`config.mk`:
```
export PLATFORM = sky130hd
export DESIGN_NAME = md5_byte_stream_hasher
export DESIGN_NICKNAME = d
export VERILOG_FILES = /design/src/rtl/core/md5bsh_pkg.sv /design/src/rtl/core/md5bsh_block_mem.sv /design/src/rtl/core/md5bsh_round.sv /design/src/rtl/core/md5_byte_stream_hasher.sv
export SDC_FILE = /design/constraint.sdc
export NUM_CORES = 2
export LEC_CHECK = 0
export BUFFER_PORTS_ARGS = -buffer_cell sky130_fd_sc_hd__buf_2
export CELL_PAD_IN_SITES_DETAIL_PLACEMENT = 1
export CELL_PAD_IN_SITES_GLOBAL_PLACEMENT = 1
export CORE_ASPECT_RATIO = 0.8
export CORE_MARGIN = 1
export CORE_UTILIZATION = 52
export DETAILED_ROUTE_END_ITERATION = 7
export HOLD_SLACK_MARGIN = 0.03
export PLACE_DENSITY_LB_ADDON = 0.25
export SETUP_SLACK_MARGIN = 0.3
export SYNTH_ARGS = -nofsm -noshare
export SYNTH_HDL_FRONTEND = slang
export SYNTH_HIERARCHICAL = 1
export SYNTH_SLANG_ARGS = --single-unit
```
`constraint.sdc`:
```
create_clock -name clk -period 10.4 [get_ports clk]
set_input_delay 1.04 -clock clk [delete_from_list [all_inputs] [get_ports clk]]
set_output_delay 1.04 -clock clk [all_outputs]
set_load 0.05 [all_outputs]
```
`src/rtl/core/md5bsh_pkg.sv`:
```
// Shared types, constants and round tables for the MD5 byte stream hasher.
// No dependencies.
`timescale 1ns / 1ps
`default_nettype none

package md5bsh_pkg;

	typedef logic [3:0][31:0] word4_t;

	localparam logic [31:0] IV_A = 32'h67452301;
	localparam logic [31:0] IV_B = 32'hefcdab89;
	localparam logic [31:0] IV_C = 32'h98badcfe;
	localparam logic [31:0] IV_D = 32'h10325476;

	localparam logic [7:0] PAD_BYTE = 8'h80;

	localparam logic CMD_DATA   = 1'b0;
	localparam logic CMD_FINISH = 1'b1;

	typedef enum logic [5:0] {
		ST_IDLE  = 6'b000001,
		ST_PAD   = 6'b000010,
		ST_LOAD  = 6'b000100,
		ST_ROUND = 6'b001000,
		ST_ADD   = 6'b010000,
		ST_DONE  = 6'b100000
	} state_t;

	// controls from the sequencer to the round unit
	typedef struct packed {
		logic       load;
		logic       step;
		logic [5:0] rnd;
	} rnd_ctl_t;

	function automatic word4_t iv_words();
		word4_t w;
		w[0] = IV_A;
		w[1] = IV_B;
		w[2] = IV_C;
		w[3] = IV_D;
		return w;
	endfunction

	// message word used by a round
	function automatic logic [3:0] msg_index(input logic [5:0] r);
		logic [3:0] g;
		case (r[5:4])
			2'd0:    g = r[3:0];
			2'd1:    g = 4'(5 * r[3:0] + 1);
			2'd2:    g = 4'(3 * r[3:0] + 5);
			2'd3:    g = 4'(7 * r[3:0]);
			default: g = r[3:0];
		endcase
		return g;
	endfunction

	function automatic logic [4:0] rot_amount(input logic [5:0] r);
		logic [4:0] s;
		case ({r[5:4], r[1:0]})
			4'd0:    s = 5'd7;
			4'd1:    s = 5'd12;
			4'd2:    s = 5'd17;
			4'd3:    s = 5'd22;
			4'd4:    s = 5'd5;
			4'd5:    s = 5'd9;
			4'd6:    s = 5'd14;
			4'd7:    s = 5'd20;
			4'd8:    s = 5'd4;
			4'd9:    s = 5'd11;
			4'd10:   s = 5'd16;
			4'd11:   s = 5'd23;
			4'd12:   s = 5'd6;
			4'd13:   s = 5'd10;
			4'd14:   s = 5'd15;
			4'd15:   s = 5'd21;
			default: s = 5'd7;
		endcase
		return s;
	endfunction

	function automatic logic [31:0] round_const(input logic [5:0] r);
		logic [31:0] k;
		case (r)
			6'd0:  k = 32'hd76aa478;  6'd1:  k = 32'he8c7b756;
			6'd2:  k = 32'h242070db;  6'd3:  k = 32'hc1bdceee;
			6'd4:  k = 32'hf57c0faf;  6'd5:  k = 32'h4787c62a;
			6'd6:  k = 32'ha8304613;  6'd7:  k = 32'hfd469501;
			6'd8:  k = 32'h698098d8;  6'd9:  k = 32'h8b44f7af;
			6'd10: k = 32'hffff5bb1;  6'd11: k = 32'h895cd7be;
			6'd12: k = 32'h6b901122;  6'd13: k = 32'hfd987193;
			6'd14: k = 32'ha679438e;  6'd15: k = 32'h49b40821;
			6'd16: k = 32'hf61e2562;  6'd17: k = 32'hc040b340;
			6'd18: k = 32'h265e5a51;  6'd19: k = 32'he9b6c7aa;
			6'd20: k = 32'hd62f105d;  6'd21: k = 32'h02441453;
			6'd22: k = 32'hd8a1e681;  6'd23: k = 32'he7d3fbc8;
			6'd24: k = 32'h21e1cde6;  6'd25: k = 32'hc33707d6;
			6'd26: k = 32'hf4d50d87;  6'd27: k = 32'h455a14ed;
			6'd28: k = 32'ha9e3e905;  6'd29: k = 32'hfcefa3f8;
			6'd30: k = 32'h676f02d9;  6'd31: k = 32'h8d2a4c8a;
			6'd32: k = 32'hfffa3942;  6'd33: k = 32'h8771f681;
			6'd34: k = 32'h6d9d6122;  6'd35: k = 32'hfde5380c;
			6'd36: k = 32'ha4beea44;  6'd37: k = 32'h4bdecfa9;
			6'd38: k = 32'hf6bb4b60;  6'd39: k = 32'hbebfbc70;
			6'd40: k = 32'h289b7ec6;  6'd41: k = 32'heaa127fa;
			6'd42: k = 32'hd4ef3085;  6'd43: k = 32'h04881d05;
			6'd44: k = 32'hd9d4d039;  6'd45: k = 32'he6db99e5;
			6'd46: k = 32'h1fa27cf8;  6'd47: k = 32'hc4ac5665;
			6'd48: k = 32'hf4292244;  6'd49: k = 32'h432aff97;
			6'd50: k = 32'hab9423a7;  6'd51: k = 32'hfc93a039;
			6'd52: k = 32'h655b59c3;  6'd53: k = 32'h8f0ccc92;
			6'd54: k = 32'hffeff47d;  6'd55: k = 32'h85845dd1;
			6'd56: k = 32'h6fa87e4f;  6'd57: k = 32'hfe2ce6e0;
			6'd58: k = 32'ha3014314;  6'd59: k = 32'h4e0811a1;
			6'd60: k = 32'hf7537e82;  6'd61: k = 32'hbd3af235;
			6'd62: k = 32'h2ad7d2bb;  6'd63: k = 32'heb86d391;
			default: k = 32'h0;
		endcase
		return k;
	endfunction

	// word holding the bytes already gathered, the pad byte, then zeros
	function automatic logic [31:0] pad_word(input logic [23:0] gath, input logic [1:0] sel);
		logic [31:0] w;
		case (sel)
			2'd0:    w = {24'h0, PAD_BYTE};
			2'd1:    w = {16'h0, PAD_BYTE, gath[7:0]};
			2'd2:    w = {8'h0, PAD_BYTE, gath[15:0]};
			2'd3:    w = {PAD_BYTE, gath[23:0]};
			default: w = {24'h0, PAD_BYTE};
		endcase
		return w;
	endfunction

endpackage

`default_nettype wire

```
`src/rtl/core/md5bsh_block_mem.sv`:
```
// Block store: 16 x 32-bit message words, one write and one registered read port.
// Depends on nothing.
`timescale 1ns / 1ps
`default_nettype none

module md5bsh_block_mem (
	input  wire logic        clk,
	input  wire logic        we,
	input  wire logic [3:0]  waddr,
	input  wire logic [31:0] wdata,
	input  wire logic [3:0]  raddr,
	output logic      [31:0] rdata
);

	logic [31:0] mem [16];

	always_ff @(posedge clk) begin
		if (we) begin
			mem[waddr] <= wdata;
		end
	end

	always_ff @(posedge clk) begin
		rdata <= mem[raddr];
	end

endmodule

`default_nettype wire

```
`src/rtl/core/md5bsh_round.sv`:
```
// MD5 round unit: working registers A..D and one round step per cycle while step is set.
// Depends on md5bsh_pkg.
`timescale 1ns / 1ps
`default_nettype none

module md5bsh_round (
	input  wire logic                clk,
	input  wire md5bsh_pkg::rnd_ctl_t ctl,
	input  wire md5bsh_pkg::word4_t   chain,
	input  wire logic [31:0]         msg,
	output md5bsh_pkg::word4_t        work
);

	logic [31:0] a_q, b_q, c_q, d_q;
	logic [31:0] f;
	logic [31:0] sum;
	logic [63:0] dbl;
	logic [31:0] rot;
	logic [4:0]  sh;

	always_comb begin
		case (ctl.rnd[5:4])
			2'd0:    f = d_q ^ (b_q & (c_q ^ d_q));
			2'd1:    f = c_q ^ (d_q & (b_q ^ c_q));
			2'd2:    f = b_q ^ c_q ^ d_q;
			2'd3:    f = c_q ^ (b_q | ~d_q);
			default: f = b_q ^ c_q ^ d_q;
		endcase
		sh  = md5bsh_pkg::rot_amount(ctl.rnd);
		sum = a_q + f + md5bsh_pkg::round_const(ctl.rnd) + msg;
		dbl = {sum, sum} << sh;
		rot = dbl[63:32];
	end

	always_ff @(posedge clk) begin
		if (ctl.load) begin
			a_q <= chain[0];
			b_q <= chain[1];
			c_q <= chain[2];
			d_q <= chain[3];
		end else if (ctl.step) begin
			a_q <= d_q;
			d_q <= c_q;
			c_q <= b_q;
			b_q <= b_q + rot;
		end
	end

	assign work[0] = a_q;
	assign work[1] = b_q;
	assign work[2] = c_q;
	assign work[3] = d_q;

endmodule

`default_nettype wire

```
`src/rtl/core/md5_byte_stream_hasher.sv`:
```
// MD5 byte stream hasher: top level with byte packing, padding sequencer and chain.
// Depends on md5bsh_pkg, md5bsh_block_mem, md5bsh_round.
//
// Input stream: s_tdata carries one message byte, s_tuser is the command
// (0 = append byte, 1 = finish). Output stream: m_tdata carries the 128-bit
// digest, word A in the lowest 32 bits.
// Bytes are taken one per cycle while s_tready is high. The 64th byte of a
// block starts the compression, which keeps s_tready low while it loads the
// working registers, runs 64 rounds through the shared round unit fed by the
// block store's read port and adds into the chain.
// A finish writes the pad word and the zero words up to the end of the block,
// with the bit length in the last two words of the last block, compresses,
// and when 8 or fewer bytes of room remained runs a second 16-word pad and
// compression. Once the output is free, the done state moves the digest into
// the output register, sets it valid and restarts the chain from the initial
// constants. Reset sets the chain to the initial constants and the byte count
// to zero; the block store needs no clearing. A stalled receiver holds the
// digest; bytes keep flowing, and only a later finish waits for the digest to go.
`timescale 1ns / 1ps
`default_nettype none

module md5_byte_stream_hasher (
	input  wire logic         clk,
	input  wire logic         arst_n,
	input  wire logic         s_tvalid,
	output logic              s_tready,
	input  wire logic [7:0]   s_tdata,  // [7:0] data_byte
	input  wire logic         s_tuser,  // [0] cmd
	output logic              m_tvalid,
	input  wire logic         m_tready,
	output logic      [127:0] m_tdata   // digest_word0..digest_word3, low first
);

	md5bsh_pkg::state_t   state_q;
	md5bsh_pkg::word4_t   chain_q;
	md5bsh_pkg::word4_t   work;
	md5bsh_pkg::rnd_ctl_t rctl;

	logic [60:0]  count_q;
	logic [23:0]  gath_q;
	logic [1:0]   sel_q;
	logic [3:0]   widx_q;
	logic         first_q;
	logic         len_q;
	logic         fin_q;
	logic [63:0]  bits_q;
	logic [5:0]   rnd_q;
	logic         out_valid_q;
	logic [127:0] out_q;

	logic        mem_we;
	logic [3:0]  mem_waddr;
	logic [31:0] mem_wdata;
	logic [3:0]  mem_raddr;
	logic [31:0] mem_rdata;

	logic [5:0] pos;
	logic       acc;
	logic       out_free;

	assign pos      = count_q[5:0];
	assign s_tready = (state_q == md5bsh_pkg::ST_IDLE);
	assign acc      = s_tvalid && s_tready;
	assign out_free = !out_valid_q || m_tready;
	assign m_tvalid = out_valid_q;
	assign m_tdata  = out_q;

	// Writes happen only while taking bytes or padding; read data is used only while
	// compressing, so the sequencer alone keeps the two apart.
	always_comb begin
		mem_we    = 1'b0;
		mem_waddr = widx_q;
		mem_wdata = 32'h0;
		if (state_q == md5bsh_pkg::ST_IDLE) begin
			mem_we    = acc && (s_tuser == md5bsh_pkg::CMD_DATA) && (pos[1:0] == 2'd3);
			mem_waddr = pos[5:2];
			mem_wdata = {s_tdata, gath_q};
		end else if (state_q == md5bsh_pkg::ST_PAD) begin
			mem_we = 1'b1;
			if (first_q) begin
				mem_wdata = md5bsh_pkg::pad_word(gath_q, sel_q);
			end else if (len_q && widx_q == 4'd14) begin
				mem_wdata = bits_q[31:0];
			end else if (len_q && widx_q == 4'd15) begin
				mem_wdata = bits_q[63:32];
			end
		end
		mem_raddr = md5bsh_pkg::msg_index((state_q == md5bsh_pkg::ST_ROUND) ?
			6'(rnd_q + 6'd1) : 6'd0);
	end

	assign rctl.load = (state_q == md5bsh_pkg::ST_LOAD);
	assign rctl.step = (state_q == md5bsh_pkg::ST_ROUND);
	assign rctl.rnd  = rnd_q;

	md5bsh_block_mem u_mem (
		.clk   (clk),
		.we    (mem_we),
		.waddr (mem_waddr),
		.wdata (mem_wdata),
		.raddr (mem_raddr),
		.rdata (mem_rdata)
	);

	md5bsh_round u_round (
		.clk   (clk),
		.ctl   (rctl),
		.chain (chain_q),
		.msg   (mem_rdata),
		.work  (work)
	);

	// byte gathering and padding registers
	always_ff @(posedge clk) begin
		if (acc && s_tuser == md5bsh_pkg::CMD_DATA) begin
			case (pos[1:0])
				2'd0:    gath_q[7:0]   <= s_tdata;
				2'd1:    gath_q[15:8]  <= s_tdata;
				2'd2:    gath_q[23:16] <= s_tdata;
				default: gath_q        <= gath_q;
			endcase
		end
		if (acc && s_tuser == md5bsh_pkg::CMD_FINISH) begin
			sel_q  <= pos[1:0];
			bits_q <= {count_q, 3'b000};
		end
		if (state_q == md5bsh_pkg::ST_DONE && out_free) begin
			out_q <= chain_q;
		end
	end

	always_ff @(posedge clk or negedge arst_n) begin
		if (!arst_n) begin
			state_q     <= md5bsh_pkg::ST_IDLE;
			chain_q     <= md5bsh_pkg::iv_words();
			count_q     <= '0;
			widx_q      <= '0;
			first_q     <= 1'b0;
			len_q       <= 1'b0;
			fin_q       <= 1'b0;
			rnd_q       <= '0;
			out_valid_q <= 1'b0;
		end else begin
			if (state_q == md5bsh_pkg::ST_DONE && out_free) begin
				out_valid_q <= 1'b1;
			end else if (m_tready) begin
				out_valid_q <= 1'b0;
			end
			case (state_q)
				md5bsh_pkg::ST_IDLE: begin
					if (acc) begin
						if (s_tuser == md5bsh_pkg::CMD_DATA) begin
							count_q <= count_q + 61'd1;
							fin_q   <= 1'b0;
							if (pos == 6'd63) begin
								state_q <= md5bsh_pkg::ST_LOAD;
							end
						end else begin
							count_q <= '0;
							widx_q  <= pos[5:2];
							first_q <= 1'b1;
							len_q   <= (pos[5:3] != 3'd7);
							fin_q   <= 1'b1;
							state_q <= md5bsh_pkg::ST_PAD;
						end
					end
				end
				md5bsh_pkg::ST_PAD: begin
					first_q <= 1'b0;
					widx_q  <= widx_q + 4'd1;
					if (widx_q == 4'd15) begin
						state_q <= md5bsh_pkg::ST_LOAD;
					end
				end
				md5bsh_pkg::ST_LOAD: begin
					rnd_q   <= '0;
					state_q <= md5bsh_pkg::ST_ROUND;
				end
				md5bsh_pkg::ST_ROUND: begin
					rnd_q <= rnd_q + 6'd1;
					if (rnd_q == 6'd63) begin
						state_q <= md5bsh_pkg::ST_ADD;
					end
				end
				md5bsh_pkg::ST_ADD: begin
					chain_q[0] <= chain_q[0] + work[0];
					chain_q[1] <= chain_q[1] + work[1];
					chain_q[2] <= chain_q[2] + work[2];
					chain_q[3] <= chain_q[3] + work[3];
					if (!fin_q) begin
						state_q <= md5bsh_pkg::ST_IDLE;
					end else if (!len_q) begin
						// length did not fit: one more all-pad block
						len_q   <= 1'b1;
						widx_q  <= '0;
						state_q <= md5bsh_pkg::ST_PAD;
					end else begin
						state_q <= md5bsh_pkg::ST_DONE;
					end
				end
				md5bsh_pkg::ST_DONE: begin
					if (out_free) begin
						chain_q <= md5bsh_pkg::iv_words();
						fin_q   <= 1'b0;
						state_q <= md5bsh_pkg::ST_IDLE;
					end
				end
				default: begin
					state_q <= md5bsh_pkg::ST_IDLE;
				end
			endcase
		end
	end

endmodule

`default_nettype wire

```
==> results <==
- The peak fanout along the critical path is 25.
- The number of endpoints failing setup at the final stage is 0.
- The pre-antenna-repair detailed-routing pass consisted of 6 iterations.
- The pin slew with the least headroom to its limit is 1.254 ns.
- The H-tree generated during clock tree synthesis spans 3 levels.
- The via count of the first global-routing pass is between 40000 and 50000.
- The congestion estimate from routability-driven global placement came to around 0.97.
- The number of instances in the synthesized netlist is about 5000.
- The global-route wire length before repair is ~300000 um.
- STA classifies the critical path endpoint as a flop.
- STA puts the critical path data required time at about 11 ns.
- Synthesis produced a netlist with a net count of 5400.
- The delay of the slowest critical-path stage is slightly above 0.6 ns.
- The share of synthesized area occupied by flip-flops and latches is 0.5307.
- Counting along the longest clock path gives a buffer depth of 3.
- In this run the register-to-register setup slack is 0.61 ns.
- The number of I/O pins is 143.
- The starting density of the core is 0.5264.
- The cts-stage hold buffer count is 0.
- The number of failing hold endpoints at the final stage is 0.
- The tree is rooted in a sky130_fd_sc_hd__clkbuf_16.
- After layout, the minimum clock period comes to approximately 9.8 ns.
- The per-cell routed wire length is ~30 um.
- During placement, the flow inserted port buffers numbering 142.
- The number of sinks handled by clock tree synthesis is ~1100.
- The cell with the biggest individual delay on the critical path is sky130_fd_sc_hd__or4b_1.
- The initial detailed-routing violation count is around 4900.
- Of the cells placed in the final design, the portion with a size suffix greater than 1 is 0.1559.
- After synthesis, the most frequently instantiated cells are sky130_fd_sc_hd__edfxtp_1 (853), sky130_fd_sc_hd__nand2_1 (430), sky130_fd_sc_hd__a21oi_1 (389), sky130_fd_sc_hd__o21ai_0 (363), sky130_fd_sc_hd__nor2_1 (334).
- The sum of net half-perimeters after detailed placement is 139200 um.
- Headroom to the max-slew limit came out at 0.1554.
- The distinct cell type count after synthesis is ~120.
- Counting flops and latches in the post-synthesis netlist gives 1094.
- The via count is 45260.
- At the later pin of the worst-skew pair, clock insertion delay measures between 0.7 and 0.8 ns.
- The number of antenna diodes is 0.
- The post-detailed-routing wire length is roughly 200000 um.
- After clock tree synthesis, the clock-pin slew on the worst setup and hold paths is around 0.07 ns.
- The die extent in y is 304.5 um.
- The share of Yosys cell area claimed by the top area cell type is 0.4306.
- The flow ran to the end, and the final reports show no timing, DRC or antenna violations.
- Entering global routing, the biggest net connects ~130 pins.
- Among all cell types in the netlist, the one instantiated most often is sky130_fd_sc_hd__edfxtp_1.
- The synthesis warning total is 6.
- The worst clock skew is ~0.064 ns.
- The critical path is of the reg -> reg type.
- STA classifies the critical path startpoint as a flop.
- Setup repair after global routing left no endpoint under its margin.
- The detail route stage leaves a number of antenna-violating nets equal to 0.
- The start of the worst register-to-register path is rnd_q[0].
- Across the run, the number of max-cap violations was 0.
- The count of nets after finishing is between 5000 and 6000.
- The core region is 113000 um^2.
- The count of flip-flops with a built-in enable after synthesis is 853.
- The final max-slew violation count is 0.
- The signed area change from the synthesized netlist to the final layout is 10.61%.
- The site row count is 110.
- The number of antenna violations at the first check in global routing is 9.
- The fraction of synthesis flops using an asynchronous set or reset pin is 0.1910.
- The class of the tightest hold or removal check is in -> async.
- The worst hold slack after final layout is around 0.32 ns.
- The synthesized netlist occupies a cell area of roughly 59000 um^2.
- In the final timing run, aggregate negative setup slack is 0 ns.
- After detailed routing, the number of remaining DRC violations is 0.
- The TritonCTS buffer count is 105.
- In the global route stage, overall resource usage came out at 0.3502.
- In the synthesized netlist the dominant register cell turns out to be sky130_fd_sc_hd__edfxtp_1.
- A synthesized cell averages between 10 and 15 um^2.
- The TritonCTS clock tree is yes.
- The terminus of the critical flop-to-flop path is u_round/b_q[28].
- STA puts the critical path data arrival time at a little over 10 ns.
- The floorplan step defined a die boundary enclosing 115800 um^2.
- Static timing analysis puts the maximum clock frequency at a little over 0.1 GHz.
- At the placement stage, the worst setup path has a slack of 0.7457 ns.
- For the worst flop-to-flop path, the logic depth is 34.
- Sorting the synthesized cells by area gives the leading types as sky130_fd_sc_hd__edfxtp_1 (43%), sky130_fd_sc_hd__dfrtp_1 (6.1%), sky130_fd_sc_hd__mux4_2 (5.3%).
- The final critical-path share of the clock period is 0.9416.
- For this run the aggregate overflow at the end of global routing stands at 0.
- The final worst-path setup slack is 0.6078 ns.
- In this run the horizontal extent of the chip is approximately 380 um.
- The largest total area in the synthesized netlist belongs to sky130_fd_sc_hd__edfxtp_1.
- The average vias per placed instance is 6.639.
critical path, delay by kind of cell (launching register included):
kind / cells / cell delay, ns
adder cells (fa/ha/maj): 4 / 1.60
AND/OR/NAND/NOR: 6 / 1.49
AO/OA/AOI/OAI: 19 / 5.11
buffers and inverters: 4 / 0.73
multiplexers: 1 / 0.19
flip-flops: 1 / 0.38
cells by family (layout without fill, tap and decap cells):
kind of cell,count (synthesis),after routing,synth area share
XOR/XNOR,245,245,0.03608
buffers and inverters,471,673,0.03105
multiplexers,296,296,0.08111
flip-flops,1094,1094,0.5307
adder cells (fa/ha/maj),295,295,0.07045
AO/OA/AOI/OAI,1420,1420,0.1513
AND/OR/NAND/NOR,1282,1282,0.09931
sequential cells by signal, indices dropped and copies added (netlist names):
register     count
fin_q            1
widx_q           4
count_q         61
gath_q          24
sel_q            1
rnd_q            6
u_mem/rdata     32
state_q          6
m_tvalid         1
chain_q        128
first_q          1
u_mem/mem      512
bits_q          60
u_round/a_q     32
m_tdata        128
u_round/d_q     32
u_round/b_q     32
len_q            1
u_round/c_q     32
through the flow:
step                utilization  cells  area [um^2]
finish                   0.5822   6817        65790
global route             0.5822   6817        65790
CTS                      0.5816   6815        65720
detailed placement       0.5514   6616        62310
global placement         0.5514   6616        62310
floorplan                     -   5103        59480
cell type report:
class                           count  area [um^2]
Fill cell                       11620        47210
Sequential cell                  1094        31580
Multi-Input combinational cell   3538        26300
Clock buffer                      153         2952
Tap cell                         1512         1892
Timing Repair Buffer              269         1831
Inverter                          205        777.0
Clock inverter                     46        455.4
layer usage:
layer  part of all wire  global-route usage  wire length, um
met5                  0                   0                0
met4              0.029             0.09752             5851
met3               0.10             0.08361            20630
met2               0.45              0.5400            92550
met1               0.42              0.4962            85700
worst max-delay path by stage:
stage / startpoint / end / slack [ns] / depth (start not counted)
after CTS: rnd_q[4] / u_round/b_q[28] / 0.73 / 34
after global routing: rnd_q[0] / u_round/b_q[30] / 0.30 / 35
after floorplan: rnd_q[4] / u_round/b_q[28] / 1.40 / 36
after detailed placement: rnd_q[4] / u_round/b_q[28] / 0.75 / 34
final: rnd_q[0] / u_round/b_q[28] / 0.61 / 34
after global placement: rnd_q[4] / u_round/b_q[28] / 1.01 / 33
cells in the final DEF (no fill, tap or decap), types with 39 or more instances in the layout:
master,instances
sky130_fd_sc_hd__edfxtp_1,853
sky130_fd_sc_hd__nand2_1,430
sky130_fd_sc_hd__a21oi_1,389
sky130_fd_sc_hd__o21ai_0,361
sky130_fd_sc_hd__nor2_1,320
sky130_fd_sc_hd__ha_1,214
sky130_fd_sc_hd__inv_1,197
sky130_fd_sc_hd__nand3_1,154
sky130_fd_sc_hd__buf_2,141
sky130_fd_sc_hd__dfrtp_1,140
sky130_fd_sc_hd__mux4_2,139
sky130_fd_sc_hd__xor2_1,138
sky130_fd_sc_hd__buf_4,115
sky130_fd_sc_hd__nor3_1,114
sky130_fd_sc_hd__clkbuf_16,108
sky130_fd_sc_hd__a22oi_1,105
sky130_fd_sc_hd__xnor2_1,104
sky130_fd_sc_hd__mux2_2,98
sky130_fd_sc_hd__a21o_1,89
sky130_fd_sc_hd__fa_1,70
sky130_fd_sc_hd__dfstp_2,65
sky130_fd_sc_hd__a31oi_1,62
sky130_fd_sc_hd__a211oi_1,61
sky130_fd_sc_hd__mux2i_1,58
sky130_fd_sc_hd__nand2b_1,41
sky130_fd_sc_hd__o21a_1,39
repair_timing:
action | 4_1_cts | 5_1_grt
endpoints found under the setup margin | 0 | 4
buffers inserted | 0 | 2
gates resized for setup | 0 | 7
Power is left out: the tool's default activity adds up to more than one toggle a clock period on the data nets, which glitch-free logic cannot reach.
